File: config.mk
export PLATFORM = sky130hd
export DESIGN_NAME = lcnt_csr
export DESIGN_NICKNAME = d
export VERILOG_FILES = /design/src/design/lcnt_pkg.sv /design/src/design/lcnt_csr.sv
export SDC_FILE = /design/constraint.sdc
export NUM_CORES = 1
export LEC_CHECK = 0
export BUFFER_PORTS_ARGS = -buffer_cell sky130_fd_sc_hd__buf_2
export CAP_MARGIN = 20
export CORE_AREA = 10 10 78 107
export DETAILED_ROUTE_END_ITERATION = 10
export DIE_AREA = 0 0 88 117
export GPL_TIMING_DRIVEN = 0
export HOLD_SLACK_MARGIN = 0.08
export PLACE_DENSITY = 0.74
export SLEW_MARGIN = 20
export SYNTH_ARGS = -nofsm -noshare
export SYNTH_HDL_FRONTEND = slang
export SYNTH_SLANG_ARGS = --single-unit
File: constraint.sdc
create_clock -name clock -period 0.99 [get_ports clock]
set_clock_uncertainty 0.1 [all_clocks]
set_input_delay 0.198 -clock clock [delete_from_list [all_inputs] [get_ports clock]]
set_output_delay 0.198 -clock clock [all_outputs]
set_load 0.01 [all_outputs]
File: src/design/lcnt_pkg.sv
// Package for lossy_count_ngram_table: payload and control types and constants.
// Depends on nothing.
package lcnt_pkg;

   localparam int KEY_BITS   = 63;
   localparam int CNT_BITS   = 32;
   localparam int CODE_BITS  = 21;

   localparam logic [1:0] CSR_NGRAM_LEN    = 2'd0;
   localparam logic [1:0] CSR_BUCKET_WIDTH = 2'd1;
   localparam logic [1:0] CSR_MIN_COUNT    = 2'd2;

   localparam logic CMD_CHAR = 1'b0;
   localparam logic CMD_END  = 1'b1;

   typedef struct packed {
      logic                 cmd;
      logic [CODE_BITS-1:0] char_code;
   } req_type;

   typedef struct packed {
      logic [KEY_BITS-1:0] ngram_key;
      logic [CNT_BITS-1:0] count;
      logic                entry_valid;
      logic                table_overflow;
      logic                last;
   } rsp_type;

   typedef struct packed {
      logic [1:0]          ngram_len;
      logic [CNT_BITS-1:0] bucket_width;
      logic [CNT_BITS-1:0] min_count;
   } csr_type;

endpackage

File: src/design/lcnt_csr.sv
// Configuration register file for lossy_count_ngram_table.
// Depends on lcnt_pkg.
module lcnt_csr (
   input  logic                         clock,
   input  logic                         reset,
   input  logic                         csr_valid,
   output logic                         csr_ready,
   input  logic [1:0]                   csr_index,
   input  logic [lcnt_pkg::CNT_BITS-1:0] csr_data,
   output lcnt_pkg::csr_type            cfg
);
   lcnt_pkg::csr_type cfg_ff, cfg_in;

   assign csr_ready = 1'b1;
   assign cfg = cfg_ff;

   always_comb begin
      cfg_in = cfg_ff;
      if (csr_valid) begin
         unique case (csr_index)
            lcnt_pkg::CSR_NGRAM_LEN:    cfg_in.ngram_len = csr_data[1:0];
            lcnt_pkg::CSR_BUCKET_WIDTH: cfg_in.bucket_width = csr_data;
            lcnt_pkg::CSR_MIN_COUNT:    cfg_in.min_count = csr_data;
            default: ;
         endcase
      end
   end

   always_ff @(posedge clock) begin
      if (reset) begin
         cfg_ff.ngram_len    <= 2'd1;
         cfg_ff.bucket_width <= 32'd1000;
         cfg_ff.min_count    <= '0;
      end else begin
         cfg_ff <= cfg_in;
      end
   end
endmodule

==> metrics.yaml, run 1 <==
outcome:
  status: "finished, violations left"
  violations: "negative setup slack"
routing:
  wl_per_cell_um: 16.8
  drc_errors: 0
  vias: 2411
  routed_wl_um: 8610
  ant_nets: 0
  initialDrtViolationCount: 87
  post_drt_via_cell_ratio: 4.70
  dr.pass1.iters: 4
power_and_ir_drop:
  p_sw_share_pct: 23.4
  power.density_mw_per_mm2: 1310
  vdd_drop_max_mv: 1.03
  pwr-share-clk_pct: 38.1
  power_mw: 6.00
  seq_power_share_pct: 47.3
  p_comb_share_pct: 14.6
  leakage_nw: 2.11
  p_switching_mw: 1.40
  p_int_mw: 4.60
floorplanning:
  rows: 35
  core-area_sq_mm: 0.00644
  pin_count: 104
  die_w_um: 88
  die-height_um: 117
  die-area_sq_mm: 0.0103
  start_util_pct: 42.8
sta:
  period_needed_ns: 1.10
  hold_violations: 0
  rsz0062_at_grt: "yes"
  fmax_ghz: 0.912
  setup_violations: 66
  fin_crit_sh_pct: 111
  fin_ws_ns: -0.107
  final_max_slew_viol_count: 0
  finalSetupTns_ns: -5.50
setup_path:
  critPathArrivalTime_ns: 0.80
  start_kind: "register"
  worst-path-max-fanout: 2
  critPathBufInv: 1
  cp_slowest_cell: "dfxtp_2"
  crit_type: "register to primary output"
  cp-end-kind: "primary output"
  r2r_slack_ns: 0.07
  crit_start: "cfg[57]$_SDFFE_PP0P_"
  cp_slowest_stage_delay_ns: 0.36
  cp_top_family: "flip-flops"
  cp_cell_sequence: "buf_6"
  required_ns: 0.69
  r2r-start: "cfg[55]$_SDFFE_PP0P_"
cells_and_area:
  syn_to_final_growth_pct: 66.7
  nets: 471
  final_cells: 513
  num_antenna_cells: 0
  drive_gt1_share_pct: 50.1
  design_area_sq_mm: 0.00459
  largest_reg_flops: 66
global_route:
  grtUsageTotal_pct: 16.1
  grt-ovfl-total: 0
  first_global_vias: 2502
  antenna_found_initial: 0
  grt_max_degree: 11
  grt_pass1_wl_um: 12700
placed_design:
  placed_area_sq_mm: 0.00336
  hpwl_um: 5510
  portBuffers: 101
  place_inst: 436
  finalWeightedCongestion: 0.803
  place_ws_ns: -0.292
synthesis:
  synth_seq_cells: 66
  synth-edff-count: 0
  netlist.area_leader.share_pct: 48.0
  synth_top_area_cell: "dfxtp_1"
  syn_inst: 261
  syn_area_sq_mm: 0.00276
  synth_seq_area_share_pct: 48.0
  yosys_warnings: 0
  synth.most_common_cell: "nand2b_1"
  synth.area.top_cells: "dfxtp_1, mux2i_1, nand2b_1, nor2_1, buf_6"
  syn_avg_cell_area_sq_um: 10.6
  synth_ff_type: "dfxtp_1"
  synthesis.nets: 298
  synth_common_cells: "nand2b_1, dfxtp_1, mux2i_1"
  async_flop_share_pct: 0
  synth_cell_types: 12
clock_tree:
  cts-root-buf: "clkbuf_8"
  cts_buffer_depth: 2
  clock_latency_ns: 0.33
  cts_buffers: 9
  cts.sinks: 66
  cts_tree: "built"
  clkTransAtPathRegs_ns: 0.08
  htreeDepth: 3
flow_run:
  maxCapViolations: 0
worst_hold_path:
  hold_class: "input port to register"
  hp-start: "csr_data[1]"
## power groups by stage
stage	logic, mW	clock network [mW]	registers [mW]
2_1_floorplan	0.309	0	2.90
3_3_place_gp	0.602	0	2.85
5_1_grt	0.942	2.44	2.85
3_5_place_dp	0.609	0	2.86
4_1_cts	0.821	2.33	2.84
6_report	0.875	2.29	2.84
## kinds of logic (layout without fill, tap and decap cells)
| kind of cell | count (synthesis) | in the layout | share of synthesized area [%] |
|---|---|---|---|
| buffers and inverters | 18 | 196 | 3.86 |
| muxes | 66 | 66 | 24.0 |
| DFF | 66 | 66 | 48.0 |
| other | 1 | 1 | 0.136 |
| and+or+nand+nor | 110 | 110 | 24.1 |
## routing by layer
layer | up-vias | GRT usage [%] | routed length (um)
met3 | 17 | 4.78 | 600
met1 | 1127 | 16.1 | 3090
li1 | 1192 | - | -
met2 | 75 | 29.4 | 4700
met4 | 0 | 7.68 | 220
met5 | - | 0 | 0
## cells in the final DEF (no fill, tap or decap)
cell | synthesis | layout
buf_4 | 3 | 34
dlygate4sd3_1 | 0 | 31
nor2_1 | 14 | 14
dfxtp_2 | 0 | 66
buf_8 | 0 | 2
buf_6 | 3 | 67
nand3b_1 | 2 | 2
nand2b_1 | 91 | 91
or3b_1 | 1 | 1
clkbuf_1 | 8 | 11
clkinv_2 | 0 | 1
buf_2 | 4 | 38
bufinv_16 | 0 | 1
mux2i_1 | 66 | 66
and3b_1 | 2 | 2
clkbuf_8 | 0 | 11
conb_1 | 1 | 1
## metrics by stage
step                hold slack (ns)  utilization, %
CTS                          0.0948            68.5
detailed placement            0.362            52.2
finish                        0.106            71.3
global route                  0.110            71.3
floorplan                     0.253               -
global placement              0.357            52.2
## worst reg2reg max path, cell delays in order (launching register included)
cell	delay [ns]
dfxtp_2	0.33
buf_4	0.12
buf_4	0.12
nand2b_1	0.08
mux2i_1	0.06
## worst paths after layout
check | endpoint | cells after the start
setup reg to reg | cfg[55]$_SDFFE_PP0P_ | 4
setup / recovery | cfg[57] | 1
hold / removal | cfg[65]$_SDFFE_PP0P_ | 3
hold reg to reg | cfg[30]$_SDFFE_PP0P_ | 2
## cell type report
type | count | area [sq um]
Tap cell | 74 | 92.6
Fill cell | 447 | 1850
Timing Repair Buffer | 162 | 1450
Sequential cell | 66 | 1400
Clock inverter | 2 | 35.0
Multi-Input combinational cell | 177 | 1330
Clock buffer | 14 | 163
Buffer | 18 | 116
## what timing repair did
item,CTS,global route
gates resized for setup,132,0
gates cloned,0,0
buffers inserted,6,24
hold endpoints to repair,63,0
hold buffers,31,0
endpoints found under the setup margin,66,70
No activity file was read; power rests on OpenSTA's default activity.
==> run 2: changes to the inputs <==
Settings changed: CAP_MARGIN 20 to not set, CORE_AREA 10 10 78 107 to 10 10 78 106, DIE_AREA 0 0 88 117 to 0 0 88 116, PLACE_DENSITY 0.74 to 0.72, TNS_END_PERCENT set to 50.
Clock period 0.99 ns to 1.1 ns, I/O delays scaled along.
==> run 2 against run 1 <==
The run still ends with negative setup slack left. Critical endpoint is now cfg[54]. Total power is 15% lower. Utilization is 0.40 points lower. Register-to-register slack better by 0.10 ns. Routed wire length is 3.3% lower. Combinational power is 14% lower.
==> metrics.yaml, run 2 (synthesis gave the netlist of run 1 again) <==
power_and_ir_drop:
  power_mw: 5.08  # was 6.00 mW
  leakage_nw: 2.02  # was 2.11 nW
  power.density_mw_per_mm2: 1150  # was 1310 mW/mm^2
  vdd_drop_max_mv: 0.743  # was 1.03 mV
setup_path:
  cp_top_family: "flip-flops"  # unchanged
  worst-path-max-fanout: 2  # unchanged
  cp_slowest_stage_delay_ns: 0.35  # was 0.36 ns
  cp_cell_sequence: "buf_6"  # unchanged
  cp-end-kind: "primary output"  # unchanged
  crit_type: "register to primary output"  # unchanged
  critPathBufInv: 1  # unchanged
  start_kind: "register"  # unchanged
  reg2reg_depth: 4  # unchanged
  cp_slowest_cell: "dfxtp_2"  # unchanged
  critPathArrivalTime_ns: 0.79  # was 0.80 ns
  r2r-start: "cfg[20]$_SDFFE_PP0P_"  # was cfg[55]$_SDFFE_PP0P_
  crit_start: "cfg[54]$_SDFFE_PP0P_"  # was cfg[57]$_SDFFE_PP0P_
  r2r-end: "cfg[20]$_SDFFE_PP0P_"  # was cfg[55]$_SDFFE_PP0P_
  r2r_slack_ns: 0.17  # was 0.07 ns
  required_ns: 0.78  # was 0.69 ns
outcome:
  violations: "negative setup slack"  # unchanged
  status: "finished, violations left"  # unchanged
worst_hold_path:
  min_to: "cfg[23]$_SDFFE_PP0P_"  # was cfg[65]$_SDFFE_PP0P_
  hp-start: "csr_data[23]"  # was csr_data[1]
  min_path_cells: 3  # unchanged
  hold_class: "input port to register"  # unchanged
cells_and_area:
  num_antenna_cells: 0  # unchanged
  largest_reg_flops: 66  # unchanged
  fillers: 438  # was 447
  multi_input_area_sq_mm: 0.00133  # unchanged
  syn_to_final_growth_pct: 61.0  # was 66.7%
  mostFrequentLayoutCells: "nand2b_1, buf_6, mux2i_1, dfxtp_2, buf_2"  # unchanged
  nets: 456  # was 471
  final_common_cell: "nand2b_1"  # unchanged
  design_area_sq_mm: 0.00444  # was 0.00459 sq mm
  utilization_pct: 70.9  # was 71.3%
  seq_area_sq_mm: 0.00140  # unchanged
  drive_gt1_share_pct: 49.3  # was 50.1%
routing:
  dr.pass1.iters: 4  # unchanged
  vias: 2333  # was 2,411
  post_drt_via_cell_ratio: 4.70  # about the same
  routed_wl_um: 8330  # was 8610 um
  ant_nets: 0  # unchanged
  initialDrtViolationCount: 81  # was 87
  wl_per_cell_um: 16.8  # about the same
  drc_errors: 0  # unchanged
clock_tree:
  cts_tree: "built"  # unchanged
  clock_latency_ns: 0.33  # about the same
  cts-root-buf: "clkbuf_8"  # unchanged
  clkTransAtPathRegs_ns: 0.07  # was 0.08 ns
  cts.sinks: 66  # unchanged
  cts_buffers: 9  # unchanged
  cts_buffer_depth: 2  # unchanged
  htreeDepth: 3  # unchanged
sta:
  hold-worst-slack_ns: 0.0940  # was 0.106 ns
  fin_ws_ns: -0.0150  # was -0.107 ns
  setup_violations: 8  # was 66
  fin_crit_sh_pct: 101
  rsz0062_at_grt: "yes"  # unchanged
  fmax_ghz: 0.897
  final_max_slew_viol_count: 0  # unchanged
  period_needed_ns: 1.11
  hold_violations: 0  # unchanged
placed_design:
  placed_area_sq_mm: 0.00335  # was 0.00336 sq mm
  hpwl_um: 5500  # was 5510 um
  portBuffers: 101  # unchanged
  finalWeightedCongestion: 0.765  # was 0.803
floorplanning:
  die_w_um: 88  # unchanged
  start_util_pct: 44.1  # was 42.8%
  die-area_sq_mm: 0.0102  # was 0.0103 sq mm
  pin_count: 104  # unchanged
  core-area_sq_mm: 0.00625  # was 0.00644 sq mm
  rows: 34  # was 35
  die-height_um: 116  # was 117 um
global_route:
  grtUsageTotal_pct: 16.1  # about the same
  grt_pass1_wl_um: 12900  # was 12,700 um
  grt-ovfl-total: 0  # unchanged
  grt_max_degree: 12  # was 11
  antenna_found_initial: 0  # unchanged
  first_global_vias: 2519  # was 2,502
flow_run:
  maxCapViolations: 0  # unchanged
[run 2: changes by cell type in the layout (fill, tap and decap cells not counted), sizes merged]
cell	change
buf	-13
bufinv	-1
clkbuf	-3
clkinv	+2
clkinvlp	+2
dlygate4sd3	-2
[run 2: metal layers]
metal	global-route usage (%)	routed length, um	up-vias	share of wire (%)
li1	-	-	1161	-
met1	17.2	3190	1100	38
met2	28.8	4470	63	54
met3	4.63	556	9	6.7
met4	6.18	114	0	1.4
met5	0	0	-	0
[run 2: power breakdown]
group / internal, mW / total, mW / leakage (nW) / switching [mW]
logic: 0.448 / 0.752 / 1.37 / 0.304
clock network: 0.868 / 1.77 / 0.0851 / 0.905
registers: 2.49 / 2.55 / 0.561 / 0.0637
total: 3.81 / 5.08 / 2.02 / 1.27
[run 2: layout make-up]
type | count | area share (%)
well taps | 72 | 2.03
clock buffers | 11 | 3.19
multi-input cells | 177 | 29.9
flip-flops and latches | 66 | 31.7
clock inverters | 5 | 0.677
repair buffers | 147 | 30.1
plain buffers | 18 | 2.40
[run 2: how the worst max path moves through the flow]
stage,endpoint,slack [ns],depth (start not counted)
2_1_floorplan,cfg[38]$_SDFFE_PP1P_,0.03,4
3_3_place_gp,cfg[29]$_SDFFE_PP0P_,-0.19,4
3_5_place_dp,cfg[28]$_SDFFE_PP0P_,-0.23,4
4_1_cts,cfg[48],-0.02,1
5_1_grt,cfg[35],-0.04,1
6_report,cfg[54],-0.01,1
[run 2: stage by stage]
stage                     cells  TNS, ns  setup slack (ns)
after global routing        496    -1.55           -0.0433
final                       496  -0.0302           -0.0150
after floorplan             261        0            0.0343
after detailed placement    434    -8.41            -0.234
after CTS                   486   -0.529           -0.0223
after global placement      434    -7.88            -0.194
[run 2: what timing repair did]
action,4_1_cts,5_1_grt
endpoints found under the setup margin,66,66
gates cloned,0,0
hold buffers,29,0
gates resized for setup,134,0
hold endpoints to repair,53,0
buffers inserted,7,10
